==> config.mk <==
export PLATFORM = sky130hd
export DESIGN_NAME = tsrp_ctrl
export DESIGN_NICKNAME = d
export VERILOG_FILES = /design/src/design/tsrp_pkg.sv /design/src/design/tsrp_ctrl.sv
export SDC_FILE = /design/constraint.sdc
export NUM_CORES = 1
export LEC_CHECK = 0
export ABC_AREA = 1
export BUFFER_PORTS_ARGS = -buffer_cell sky130_fd_sc_hd__buf_2
export CORE_ASPECT_RATIO = 0.5
export CORE_MARGIN = 1.5
export CORE_UTILIZATION = 40
export CTS_CLUSTER_DIAMETER = 40
export DETAILED_ROUTE_END_ITERATION = 12
export PLACE_DENSITY_LB_ADDON = 0.1
export SLEW_MARGIN = 20
export SYNTH_ARGS = -nofsm -noshare
export SYNTH_HDL_FRONTEND = slang
export SYNTH_SLANG_ARGS = --single-unit
==> constraint.sdc <==
create_clock -name clk -period 1.5 [get_ports clk]
set_clock_uncertainty 0.1 [all_clocks]
set_input_delay 0.15 -clock clk [delete_from_list [all_inputs] [get_ports clk]]
set_output_delay 0.15 -clock clk [all_outputs]
set_load 0.02 [all_outputs]
==> src/design/tsrp_pkg.sv <==
// ----------------------------------------------------------------------------
// tsrp_pkg
// types and constants of the timed switch resistance profile
// ----------------------------------------------------------------------------
package tsrp_pkg;

  localparam int RES_W  = 52;
  localparam int TIME_W = 48;
  localparam int IVL_W  = 32;
  localparam int DIVN_W = 64;
  localparam int DIVD_W = 48;

  localparam logic OP_LOAD = 1'b0;
  localparam logic OP_EVAL = 1'b1;

  localparam logic [2:0] REG_INIT_ON  = 3'd0;
  localparam logic [2:0] REG_RON      = 3'd1;
  localparam logic [2:0] REG_ROFF     = 3'd2;
  localparam logic [2:0] REG_MODE     = 3'd3;
  localparam logic [2:0] REG_MAX_DUR  = 3'd4;
  localparam logic [2:0] REG_ICOUNT   = 3'd5;

  localparam logic [1:0] MODE_ABRUPT = 2'd0;
  localparam logic [1:0] MODE_LINEAR = 2'd1;

  localparam logic [RES_W-1:0] ROFF_RESET    = 52'd1000000000000000;
  localparam logic [1:0]       MODE_RESET    = 2'd2;
  localparam logic [IVL_W-1:0] MAX_DUR_RESET = 32'd1000000;
  localparam logic [4:0]       ICOUNT_RESET  = 5'd1;
  // floor(n / 100) = (n * RECIP_HUNDRED) >> RECIP_SHIFT for any 32-bit n
  localparam logic [IVL_W-1:0] RECIP_HUNDRED = 32'd1374389535;
  localparam int               RECIP_SHIFT   = 37;

  typedef struct packed {
    logic              op;
    logic [3:0]        index;
    logic [IVL_W-1:0]  interval;
    logic [TIME_W-1:0] time_now;
  } in_word_t;

  typedef struct packed {
    logic [RES_W-1:0] resistance;
    logic             switch_on;
    logic             in_transition;
  } out_word_t;

  typedef enum logic [1:0] {
    DSEL_DUR  = 2'd0,
    DSEL_MOD  = 2'd1,
    DSEL_FRAC = 2'd2
  } div_sel_t;

  typedef struct packed {
    logic     load;
    logic     cap;
    logic     clr_idx;
    logic     acc_sum;
    logic     acc_walk;
    logic     div_go;
    div_sel_t div_sel;
    logic     set_dur;
    logic     set_mod;
    logic     set_x;
    logic     sq;
    logic     cube;
    logic     sel;
    logic     mul;
    logic     fin;
  } cmd_t;

  typedef struct packed {
    logic last;
    logic div_done;
    logic fold;
    logic abrupt;
    logic linear;
    logic out_busy;
  } sts_t;

endpackage

==> src/design/tsrp_ctrl.sv <==
// ----------------------------------------------------------------------------
// tsrp_ctrl
// sequencer for table walks, divisions and ramp arithmetic
// ----------------------------------------------------------------------------
module tsrp_ctrl
  import tsrp_pkg::*;
(
  input  logic clk,
  input  logic rst_n,
  input  logic in_valid,
  input  logic in_op,
  input  sts_t sts,
  output cmd_t cmd,
  output logic in_stall
);

  typedef enum logic [15:0] {
    S_IDLE  = 16'h0001,
    S_SRD   = 16'h0002,
    S_SACC  = 16'h0004,
    S_GDUR  = 16'h0008,
    S_WDUR  = 16'h0010,
    S_GMOD  = 16'h0020,
    S_WMOD  = 16'h0040,
    S_WRD   = 16'h0080,
    S_WACC  = 16'h0100,
    S_GFRAC = 16'h0200,
    S_WFRAC = 16'h0400,
    S_SQ    = 16'h0800,
    S_CUBE  = 16'h1000,
    S_SEL   = 16'h2000,
    S_MUL   = 16'h4000,
    S_FIN   = 16'h8000
  } state_t;

  state_t state_r, state_nxt;

  assign in_stall = state_r != S_IDLE;

  always_comb begin
    state_nxt = state_r;
    cmd       = '0;
    cmd.div_sel = DSEL_DUR;
    case (state_r)
      S_IDLE: begin
        if (in_valid && in_op == OP_LOAD) begin
          cmd.load = 1'b1;
        end else if (in_valid) begin
          cmd.cap     = 1'b1;
          cmd.clr_idx = 1'b1;
          state_nxt   = S_SRD;
        end
      end
      S_SRD:  state_nxt = S_SACC;
      S_SACC: begin
        cmd.acc_sum = 1'b1;
        state_nxt   = sts.last ? S_GDUR : S_SRD;
      end
      // reciprocal product of the minimum is registered here
      S_GDUR: state_nxt = S_WDUR;
      S_WDUR: begin
        cmd.set_dur = 1'b1;
        cmd.clr_idx = 1'b1;
        state_nxt   = sts.fold ? S_GMOD : S_WRD;
      end
      S_GMOD: begin
        cmd.div_go  = 1'b1;
        cmd.div_sel = DSEL_MOD;
        state_nxt   = S_WMOD;
      end
      S_WMOD: begin
        if (sts.div_done) begin
          cmd.set_mod = 1'b1;
          state_nxt   = S_WRD;
        end
      end
      S_WRD:  state_nxt = S_WACC;
      S_WACC: begin
        cmd.acc_walk = 1'b1;
        if (sts.last) begin
          state_nxt = sts.abrupt ? S_FIN : S_GFRAC;
        end else begin
          state_nxt = S_WRD;
        end
      end
      S_GFRAC: begin
        cmd.div_go  = 1'b1;
        cmd.div_sel = DSEL_FRAC;
        state_nxt   = S_WFRAC;
      end
      S_WFRAC: begin
        if (sts.div_done) begin
          cmd.set_x = 1'b1;
          state_nxt = sts.linear ? S_SEL : S_SQ;
        end
      end
      S_SQ: begin
        cmd.sq    = 1'b1;
        state_nxt = S_CUBE;
      end
      S_CUBE: begin
        cmd.cube  = 1'b1;
        state_nxt = S_SEL;
      end
      S_SEL: begin
        cmd.sel   = 1'b1;
        state_nxt = S_MUL;
      end
      S_MUL: begin
        cmd.mul   = 1'b1;
        state_nxt = S_FIN;
      end
      S_FIN: begin
        if (!sts.out_busy) begin
          cmd.fin   = 1'b1;
          state_nxt = S_IDLE;
        end
      end
      default: state_nxt = S_IDLE;
    endcase
  end

  always_ff @(posedge clk) begin
    if (!rst_n) begin
      state_r <= S_IDLE;
    end else begin
      state_r <= state_nxt;
    end
  end

endmodule

==> results of run 1 <==
[worst paths after layout]
path | to | slack, ns
worst max-delay path | cmd[5] | -0.33
worst min register to register | state_r[2]$_SDFFE_PN0P_ | 0.52
worst max register to register | state_r[0]$_SDFFE_PN1P_ | -0.25
worst min-delay path | state_r[5]$_SDFFE_PN0P_ | 0.06
[cell families (layout without fill, tap and decap cells)]
| logic type | Yosys count | after routing | share of synthesized area, % |
|---|---|---|---|
| buf+inv | 40 | 111 | 14.3 |
| flops | 16 | 16 | 30.4 |
| compound gates | 7 | 7 | 4.28 |
| simple gates | 114 | 114 | 51.0 |
[Yosys cell counts]
cell	number	share of area (%)
inv_2	4	1.4
dfxtp_1	16	30
clkbuf_1	1	0.36
nor4_2	1	1.2
clkinv_1	2	0.71
nor2_2	2	1.2
nor3_1	9	4.3
nand3_2	1	0.95
nand3_1	16	7.6
a211oi_1	1	0.71
a21oi_2	2	1.7
a21oi_1	1	0.48
nand2_1	42	15
nor2_1	31	11
nand2_4	1	1.1
nand2_2	6	3.6
nor3_2	1	0.95
inv_1	33	12
nor4_1	2	1.2
nor2_4	1	1.1
nor2_8	1	1.9
o21ai_0	3	1.4
[worst reg2reg max path: stages (launching register included)]
cell,delay [ns]
dfxtp_2,0.34
nor2_4,0.15
nand2_4,0.10
nor2_4,0.21
buf_4,0.15
nand3_1,0.11
nand2_1,0.08
inv_1,0.06
nand2_4,0.11
inv_4,0.06
nand3_1,0.09
nand2_1,0.06
[layout make-up]
cell class | instances | area (µm²) | area share (%)
Multi-Input combinational cell | 121 | 842 | 42.4
Timing Repair Buffer | 68 | 556 | 28.0
Sequential cell | 16 | 333 | 16.8
Inverter | 39 | 156 | 7.88
Clock buffer | 4 | 55.1 | 2.77
Tap cell | 35 | 43.8 | 2.21
[per-layer routing]
metal	up-vias	share of wire (%)	global-route usage, %
li1	683	-	-
met1	684	40	31.2
met2	68	49	43.2
met3	16	8.8	6.17
met4	0	2.2	5.36
met5	-	0	0
[stage by stage]
step / cells / util [%] / cell area [µm²] / worst slack [ns] / power (µW)
after detailed placement: 255 / 58.9 / 1380 / -0.153 / 824
after global placement: 255 / 58.9 / 1380 / -0.118 / 819
after CTS: 272 / 73.4 / 1720 / -0.260 / 1300
final: 283 / 84.8 / 1990 / -0.326 / 1400
after global routing: 283 / 84.8 / 1990 / -0.374 / 1460
after floorplan: 177 / - / 1070 / 0.0109 / 714
[report_power, final]
part | internal [µW] | total, µW | switching (µW)
registers | 440 | 459 | 18.7
logic | 202 | 538 | 336
clock network | 234 | 405 | 171
total | 876 | 1400 | 526
[what timing repair did]
item | CTS | global route
setup endpoints to repair | 28 | 29
endpoints found under the hold margin | 1 | 0
hold buffers | 1 | 0
buffers inserted | 12 | 12
resized for setup | 65 | 50
pin swaps | 17 | 17
==> impl_metrics.json, run 1 <==
{
  "crit_path_top_delay_cell": "dfxtp_2",
  "drv_cap": 0,
  "route.detailed.drc": 0,
  "grt_max_degree": 13,
  "avgSynthCellArea_um2": 5.94,
  "path_max_fanout": 4,
  "drt_iter0_drc": 106,
  "clkTransAtPathRegs_ns": 0.07,
  "cp_cell_sequence": "nor2_4, nand2_4, nor2_4, nand3_2, buf_6, nor2_2, buf_4",
  "fp.dieH_um": 39.3,
  "grt_pass1_vias": 1159,
  "hold_depth": 3,
  "top_register": "state_r",
  "status": "finished, violations left",
  "power_density_nw_per_um2": 706,
  "timing.rr.start": "state_r[3]$_SDFFE_PN0P_",
  "crit_buf_inv": 2,
  "fmax_mhz": 547,
  "viasPerCell": 5.13,
  "crit_path_frequent_cell": "nor2_4",
  "worst-path-stages": 7,
  "area_growth_pct": 88.7,
  "setup-violations-final": 29,
  "cts_tree": "built",
  "largest_register_ffs": 16,
  "synthCells": 177,
  "max-vdd-ir-drop_mv": 0.570,
  "crit_family": "simple AND/OR/NAND/NOR gates",
  "worstPathArrival_ns": 1.58,
  "place_hpwl_um": 2260,
  "violations": "setup timing",
  "synth_area_um2": 1050,
  "antenna-diode-count": 0,
  "setup_ws_ns": -0.326,
  "fill_cells": 130,
  "root_buffer": "clkbuf_8",
  "die_w_um": 75.5,
  "period_needed_ns": 1.83,
  "vias": 1451,
  "leakage_uw": 0.00102,
  "seq_area_frac_synth_pct": 30.4,
  "cp-start-kind": "register",
  "worstSetupEndpointType": "output port",
  "layout.nets": 259,
  "post-route-period-util_pct": 122,
  "die_area_um2": 2970,
  "portBuffers": 26,
  "place.gp.congestion": 0.881,
  "yosys_warnings": 0,
  "reg.largest.list": "state_r: 16 flops",
  "hp-class": "in -> reg",
  "cpPeakStageDelay_ns": 0.34,
  "layout_commonest_cell": "buf_4",
  "initial_core_util_pct": 44.9,
  "tns_ns": -6.07,
  "r2r_cells": 11,
  "drv_slew": 0,
  "wirelength_um": 4040,
  "clock-sinks": 16,
  "crit_path_start": "state_r[3]$_SDFFE_PN0P_",
  "grt_overflow": 0,
  "cts-htree-levels": 1,
  "design.core.area_um2": 2340,
  "criticalPathCategory": "reg -> out",
  "num_io_pins": 27,
  "drive_gt1_share_pct": 59.3,
  "synthDistinctLibCells": 22,
  "whs_ns": 0.0571,
  "rsz0062_at_grt": "true",
  "row_count": 12,
  "antenna_left": 0,
  "ys_ff_latch": 16,
  "hp-start": "sts[3]",
  "critPathRequiredTime_ns": 1.25,
  "synth_nets": 187,
  "antenna_found_initial": 0,
  "slew_headroom_pct": 63.8,
  "track_usage_pct": 24.7,
  "cts_buffers": 3,
  "tightest_slew_ns": 0.542,
  "dr.pass1.iters": 4,
  "wl_per_cell_um": 14.3,
  "clk_latency_ns": 0.26,
  "final_cell_mix": "buf_4 (39), nand2_1 (30), inv_1 (26)",
  "grt_pass1_wl_um": 5100,
  "cts_buffer_depth": 2,
  "hold_violations": 0
}
(Power assumes the default switching activity.)
==> inputs of run 2 (changes only) <==
--- a/config.mk
+++ b/config.mk
@@ -5,7 +5,6 @@
 export SDC_FILE = /design/constraint.sdc
 export NUM_CORES = 1
 export LEC_CHECK = 0
-export ABC_AREA = 1
 export BUFFER_PORTS_ARGS = -buffer_cell sky130_fd_sc_hd__buf_2
 export CORE_ASPECT_RATIO = 0.5
 export CORE_MARGIN = 1.5
@@ -13,6 +12,7 @@
 export CTS_CLUSTER_DIAMETER = 40
 export DETAILED_ROUTE_END_ITERATION = 12
 export PLACE_DENSITY_LB_ADDON = 0.1
+export SETUP_SLACK_MARGIN = 0.2
 export SLEW_MARGIN = 20
 export SYNTH_ARGS = -nofsm -noshare
 export SYNTH_HDL_FRONTEND = slang
==> run 2 against run 1 <==
Compared with the run above: the run now fails in global routing; synthesized cell count shrank 27%; area after synthesis grew 0.71%.
==> impl_metrics.json, run 2 <==
{
  "die_w_um": 75.8,
  "synthCells": 130,
  "place_hpwl_um": 2860,
  "stop_stage": "global routing",
  "yosysMostFrequentCell": "dfxtp_1",
  "synth_nets": 140,
  "root_buffer": "clkbuf_8",
  "row_count": 12,
  "worst_endpoint_kind": "output port",
  "synth_area_um2": 1060,
  "cts_buffers": 3,
  "status": "did not finish",
  "synthDistinctLibCells": 40,
  "grt_max_degree": 9,
  "fp.dieH_um": 39.4,
  "synth_edf_count": 0,
  "yosys-top-cells-area": "dfxtp_1 (30%), nor3_1 (6.6%), nor2_1 (5.0%)",
  "portBuffers": 26,
  "ys_ff_latch": 16,
  "yosys_warnings": 0,
  "cts-htree-levels": 1,
  "async_flop_share_pct": 0,
  "place.gp.congestion": 0.897,
  "synth_top_area_cell": "dfxtp_1",
  "netlist.area_leader.share_pct": 30.2,
  "firstError": "[ERROR DPL-0038] Utilization greater than 100%, impossible to legalize",
  "initial_core_util_pct": 45.0,
  "clock-sinks": 16,
  "ys.flop_type": "dfxtp_1",
  "grt_repair_worst_endpoint": "cmd[13]",
  "seq_area_frac_synth_pct": 30.2,
  "cts_buffer_depth": 2,
  "ys_top_cells_by_count": "dfxtp_1 (16), nor2_1 (14), nor3_1 (14)",
  "num_io_pins": 27,
  "avgSynthCellArea_um2": 8.15
}
[run 2: cell types whose count changed after synthesis, sizes merged, moves of 4 or more]
| cell | delta |
|---|---|
| nor2 | -21 |
| nor3 | +4 |
| nand3 | -11 |
| inv | -29 |
| or4 | +4 |
| buf | +4 |
| nor3b | +4 |
| nand2 | -44 |
[run 2: what timing repair did]
item	in CTS
setup endpoints to repair	33
hold buffers	1
endpoints found under the hold margin	1
pin swaps	22
buffers inserted	23
gates resized for setup	78
cloned	0
[run 2: cells by family after synthesis]
| logic type | count (synthesis) | share of synthesized area [%] |
|---|---|---|
| AO/OA/AOI/OAI | 20 | 13.3 |
| XOR/XNOR | 4 | 3.31 |
| buffers and inverters | 13 | 6.61 |
| flip-flops | 16 | 30.2 |
| multiplexers | 1 | 0.945 |
| AND/OR/NAND/NOR | 76 | 45.6 |
[run 2: through the flow]
step	hold slack, ns	std cells	setup WS [ns]	instance area [µm²]	utilization (%)
after CTS	0.00217	262	-0.590	2170	92.1
after detailed placement	0.234	235	-0.510	1690	71.8
after global placement	0.229	235	-0.462	1690	71.8
after floorplan	0.113	130	-0.625	1200	-
==> inputs of run 3 (changes only) <==
--- a/config.mk
+++ b/config.mk
@@ -6,13 +6,10 @@
 export NUM_CORES = 1
 export LEC_CHECK = 0
 export BUFFER_PORTS_ARGS = -buffer_cell sky130_fd_sc_hd__buf_2
-export CORE_ASPECT_RATIO = 0.5
 export CORE_MARGIN = 1.5
-export CORE_UTILIZATION = 40
-export CTS_CLUSTER_DIAMETER = 40
+export CORE_UTILIZATION = 25
 export DETAILED_ROUTE_END_ITERATION = 12
-export PLACE_DENSITY_LB_ADDON = 0.1
-export SETUP_SLACK_MARGIN = 0.2
+export PLACE_DENSITY_LB_ADDON = 0.15
 export SLEW_MARGIN = 20
 export SYNTH_ARGS = -nofsm -noshare
 export SYNTH_HDL_FRONTEND = slang
==> constraint.sdc (replaced) <==
create_clock -name clk -period 2 [get_ports clk]
set_clock_uncertainty 0.1 [all_clocks]
set_input_delay 0.2 -clock clk [delete_from_list [all_inputs] [get_ports clk]]
set_output_delay 0.2 -clock clk [all_outputs]
set_load 0.02 [all_outputs]
==> run 3 against run 2 <==
Compared with the run above: the flow now finishes, with violations (setup timing); area after synthesis unchanged; synthesized cell count unchanged.
==> impl_metrics.json, run 3 <==
{
  "ys.flop_type": "dfxtp_1",
  "synthCells": 130,
  "layout_commonest_cell": "buf_4",
  "status": "finished, violations left",
  "wirelength_um": 4060,
  "pre_cts_slack_ns": -0.0683,
  "fill_cells": 392,
  "criticalPathCategory": "reg -> out",
  "cts_buffer_depth": 2,
  "slew_headroom_pct": 73.1,
  "grt_busiest_layer": "met2",
  "vias": 1330,
  "ys_top_cells_by_count": "dfxtp_1 (16), nor2_1 (14), nor3_1 (14)",
  "clock-sinks": 16,
  "grt.met2_usage_pct": 31.8,
  "drt_iter0_drc": 61,
  "root_buffer": "clkbuf_8",
  "antenna_left": 0,
  "violations": "setup timing",
  "rsz0062_at_grt": "true",
  "clk_latency_ns": 0.26,
  "fmax_mhz": 467,
  "synth_edf_count": 0,
  "place.gp.congestion": 0.941,
  "num_io_pins": 27,
  "seq_area_frac_synth_pct": 30.2,
  "antenna_found_initial": 0,
  "top_register": "state_r",
  "critPathRequiredTime_ns": 1.70,
  "power_density_nw_per_um2": 516,
  "area_growth_pct": 97.3,
  "tightest_slew_ns": 0.400,
  "hp-class": "in -> reg",
  "grt_max_degree": 10,
  "viasPerCell": 5.02,
  "route.detailed.drc": 0,
  "portBuffers": 26,
  "dp.cells": 236,
  "die_w_um": 68.1,
  "hold_violations": 0,
  "yosys-top-cells-area": "dfxtp_1 (30%), nor3_1 (6.6%), nor2_1 (5.0%)",
  "grt_overflow": 0,
  "dr.pass1.iters": 4,
  "leakage_uw": 0.000907,
  "drv_cap": 0,
  "design.core.area_um2": 4030,
  "async_flop_share_pct": 0,
  "netlist.area_leader.share_pct": 30.2,
  "die_area_um2": 4640,
  "grtUsageMet1_pct": 23.4,
  "cts_tree": "built",
  "fin_cells": 265,
  "avgSynthCellArea_um2": 8.15,
  "worstPathArrival_ns": 1.84,
  "synth_nets": 140,
  "cts-htree-levels": 1,
  "grt_pass1_wl_um": 6400,
  "wl_per_cell_um": 15.3,
  "post-route-period-util_pct": 107,
  "max-vdd-ir-drop_mv": 0.334,
  "grt_pass1_vias": 1333,
  "yosysMostFrequentCell": "dfxtp_1",
  "final_cell_mix": "buf_4 (51), buf_6 (25), dfxtp_2 (11)",
  "setup_ws_ns": -0.140,
  "worstSetupEndpointType": "output port",
  "synth_top_area_cell": "dfxtp_1",
  "clkTransAtPathRegs_ns": 0.07,
  "drive_gt1_share_pct": 67.0,
  "path_max_fanout": 4,
  "track_usage_pct": 18.4,
  "ys_ff_latch": 16,
  "yosys_warnings": 0,
  "setup-violations-final": 12,
  "use_met3_pct": 3.62,
  "synthDistinctLibCells": 40,
  "drv_slew": 0,
  "layout.nets": 226,
  "cts_buffers": 3,
  "antenna-diode-count": 0,
  "synth_area_um2": 1060,
  "row_count": 23,
  "reg.largest.list": "state_r: 16 flops",
  "cp-start-kind": "register",
  "initial_core_util_pct": 26.3,
  "period_needed_ns": 2.14,
  "largest_register_ffs": 16,
  "place_hpwl_um": 2790,
  "fp.dieH_um": 68.1
}
-- run 3: cell type report --
class                      instances  area [µm²]  share of cell area (%)
multi-input combinational        101         868                    41.5
sequential                        16         345                    16.5
tap                               50        62.6                    2.99
timing repair buffer              86         729                    34.9
inverter                           8        30.0                    1.44
clock buffer                       4        55.1                    2.63
-- run 3: through the flow --
step                power [µW]  area, µm²  hold slack, ns  util [%]  setup TNS, ns
finish                    1080       2090          0.0130      51.9         -0.757
global route              1130       2090          0.0222      51.9          -2.61
CTS                       1020       1910          0.0143      47.5         -0.662
detailed placement         655       1580           0.289      39.1         -0.124
global placement           650       1580           0.288      39.1       -0.00952
floorplan                  515       1150           0.171         -         -0.943
-- run 3: report_power, final --
| group | switching, µW | internal (µW) | total (µW) | leakage (µW) |
|---|---|---|---|---|
| clock | 126 | 175 | 301 | 0.0000288 |
| combinational | 207 | 230 | 437 | 0.000742 |
| sequential | 14.5 | 325 | 340 | 0.000137 |
-- run 3: what timing repair did --
item / CTS / global route
resized for setup: 49 / 36
pin swaps: 16 / 16
hold buffers: 0 / 0
setup endpoints to repair: 20 / 30
setup buffers: 19 / 8
-- run 3: logic make-up (layout without fill, tap and decap cells) --
kind of cell              count (synthesis)  in the layout  share of synthesized area, %
AOI/OAI and AO/OA                        20             20                          13.3
xor gates and xnor gates                  4              4                          3.31
buffers and inverters                    13             98                          6.61
DFF                                      16             16                          30.2
muxes                                     1              1                         0.945
and+or+nand+nor                          76             76                          45.6
-- run 3: final timing paths --
kind | end | from | slack, ns | cells after the start
worst max-delay path | cmd[3] | state_r[5]$_SDFFE_PN0P_ | -0.14 | 6
worst min-delay path | state_r[11]$_SDFFE_PN0P_ | sts[1] | 0.01 | 2
worst max register to register | state_r[0]$_SDFFE_PN1P_ | state_r[7]$_SDFFE_PN0P_ | -0.02 | 6
worst min register to register | state_r[14]$_SDFFE_PN0P_ | state_r[12]$_SDFFE_PN0P_ | 0.48 | 2
-- run 3: worst max-delay path, cell delays in order (launching register included) --
cell     delay, ns
dfxtp_4       0.36
nor4_4        0.37
and2_4        0.21
nand3_2       0.06
or3b_1        0.37
inv_1         0.08
buf_6         0.11
-- run 3: metal layers --
| layer | up-vias | routed length (µm) |
|---|---|---|
| met3 | 4 | 238 |
| li1 | 653 | - |
| met5 | - | 0 |
| met4 | 0 | 36 |
| met2 | 55 | 2070 |
| met1 | 618 | 1720 |
==> inputs of run 4 (changes only) <==
--- a/config.mk
+++ b/config.mk
@@ -10,6 +10,7 @@
 export CORE_UTILIZATION = 25
 export DETAILED_ROUTE_END_ITERATION = 12
 export PLACE_DENSITY_LB_ADDON = 0.15
+export REMOVE_ABC_BUFFERS = 1
 export SLEW_MARGIN = 20
 export SYNTH_ARGS = -nofsm -noshare
 export SYNTH_HDL_FRONTEND = slang
==> constraint.sdc (replaced) <==
create_clock -name clk -period 2 [get_ports clk]
set_clock_uncertainty 0.1 [all_clocks]
set_input_delay 0.1 -clock clk [delete_from_list [all_inputs] [get_ports clk]]
set_output_delay 0.1 -clock clk [all_outputs]
set_load 0.02 [all_outputs]
==> run 4 against run 3 <==
Compared with the run above: the run still ends with setup timing left; worst setup slack gained 0.077 ns; global-route usage shrank 1.2 points; sequential power is essentially flat; critical path type unchanged.
==> impl_metrics.json, run 4 (synthesized netlist as in run 3, its figures left out) <==
{
  "clkPwrFrac_pct": 27.2,
  "crit_buf_inv": 5,
  "drt_iter0_drc": 54,
  "violations": "setup timing",
  "largest_register_ffs": 16,
  "finalInstanceArea_um2": 1930,
  "hold_violations": 0,
  "initial_core_util_pct": 26.3,
  "crit_path_frequent_cell": "buf_4",
  "p_switching_uw": 305,
  "design.core.area_um2": 4030,
  "drv_slew": 0,
  "grt_overflow": 0,
  "die_w_um": 68.1,
  "cp-start-kind": "register",
  "path_max_fanout": 5,
  "area_growth_pct": 81.9,
  "portBuffers": 26,
  "row_count": 23,
  "internal_power_uw": 608,
  "final_cell_mix": "buf_4 (53), buf_2 (16), nor2_1 (12)",
  "wirelength_um": 3770,
  "cts_buffer_depth": 2,
  "antenna_found_initial": 0,
  "pre_cts_slack_ns": -0.116,
  "crit_path_top_delay_cell": "dfxtp_4",
  "track_usage_pct": 17.2,
  "leakage_uw": 0.000852,
  "vias": 1324,
  "status": "finished, violations left",
  "wl_per_cell_um": 14.5,
  "reg.largest.list": "state_r: 16 flops",
  "fin_cells": 261,
  "setup_ws_ns": -0.0628,
  "combPwrFrac_pct": 35.7,
  "cts_buffers": 3,
  "viasPerCell": 5.07,
  "cts-htree-levels": 1,
  "p_sw_share_pct": 33.4,
  "drv_cap": 0,
  "grt_max_degree": 9,
  "worstSetupEndpointType": "output port",
  "criticalPathCategory": "reg -> out",
  "grt_pass1_wl_um": 5950,
  "power_density_nw_per_um2": 473,
  "drive_gt1_share_pct": 60.2,
  "fp.dieH_um": 68.1,
  "dpl_cell_area_um2": 1520,
  "fmax_mhz": 485,
  "layout.nets": 223,
  "antenna-diode-count": 0,
  "crit_family": "buffers and inverters",
  "clock-sinks": 16,
  "setup-violations-final": 6,
  "antenna_left": 0,
  "worstPathArrival_ns": 1.86,
  "dr.pass1.iters": 4,
  "num_io_pins": 27,
  "cp_cell_sequence": "nor4_4, buf_4, buf_6, nand4_1, buf_4, nor3b_2, buf_4, buf_6",
  "tightest_slew_ns": 0.423,
  "clk_latency_ns": 0.25,
  "dp.cells": 242,
  "whs_ns": 0.0150,
  "layout_commonest_cell": "buf_4",
  "grt_pass1_vias": 1295,
  "cts_tree": "built",
  "critPathRequiredTime_ns": 1.80,
  "top_register": "state_r",
  "place_hpwl_um": 2760,
  "pwr-share-seq_pct": 37.1,
  "slew_headroom_pct": 71.4,
  "power.total_uw": 913,
  "max-vdd-ir-drop_mv": 0.255,
  "rsz0062_at_grt": "true",
  "root_buffer": "clkbuf_8",
  "cpPeakStageDelay_ns": 0.36,
  "period_needed_ns": 2.06,
  "clkTransAtPathRegs_ns": 0.07,
  "route.detailed.drc": 0,
  "place.gp.congestion": 0.875,
  "die_area_um2": 4640,
  "hp-class": "in -> reg",
  "post-route-period-util_pct": 103
}
## run 4: worst reg2reg max path: cells and delay by family (launching register included)
family	cells	cell delay [ns]
compound gates	1	0.25
buf+inv	3	0.46
simple gates	4	0.74
flops	1	0.36
## run 4: what timing repair did
action | in CTS | in global routing
pin swaps | 11 | 13
endpoints found under the setup margin | 18 | 23
setup buffers | 9 | 5
hold buffers | 3 | 0
endpoints found under the hold margin | 3 | 0
resized for setup | 30 | 38
## run 4: final cells by class
class,count,area (µm²)
fill,398,2100
multi-input combinational,101,816
timing repair buffer,83,632
sequential,16,347
tap,50,62.6
clock buffer,3,41.3
inverter,8,30.0
## run 4: routing by layer
| metal | vias up | share of wire, % | global-route usage [%] |
|---|---|---|---|
| li1 | 653 | - | - |
| met1 | 623 | 44 | 21.7 |
| met2 | 44 | 49 | 29.2 |
| met3 | 4 | 5.5 | 2.96 |
| met4 | 0 | 1.1 | 6.00 |
| met5 | - | 0 | 0 |
## run 4: worst paths after layout
kind | depth (start not counted) | to | slack [ns] | from
worst max register to register | 8 | state_r[0]$_SDFFE_PN1P_ | -0.02 | state_r[9]$_SDFFE_PN0P_
worst min register to register | 2 | state_r[14]$_SDFFE_PN0P_ | 0.49 | state_r[12]$_SDFFE_PN0P_
worst max-delay path | 8 | cmd[1] | -0.06 | state_r[9]$_SDFFE_PN0P_
worst min-delay path | 2 | state_r[10]$_SDFFE_PN0P_ | 0.02 | rst_n
## run 4: power by group through the flow
stage	Sequential, µW	Clock (µW)	Combinational [µW]
finish	338	248	326
global route	340	273	354
CTS	342	252	306
detailed placement	348	0	274
global placement	347	0	272
floorplan	349	0	136
## run 4: through the flow
step,setup TNS [ns],utilization (%)
floorplan,-1.77,-
global placement,-0.0851,37.7
detailed placement,-0.133,37.7
CTS,-0.0473,43.5
global route,-1.09,47.9
finish,-0.210,47.9
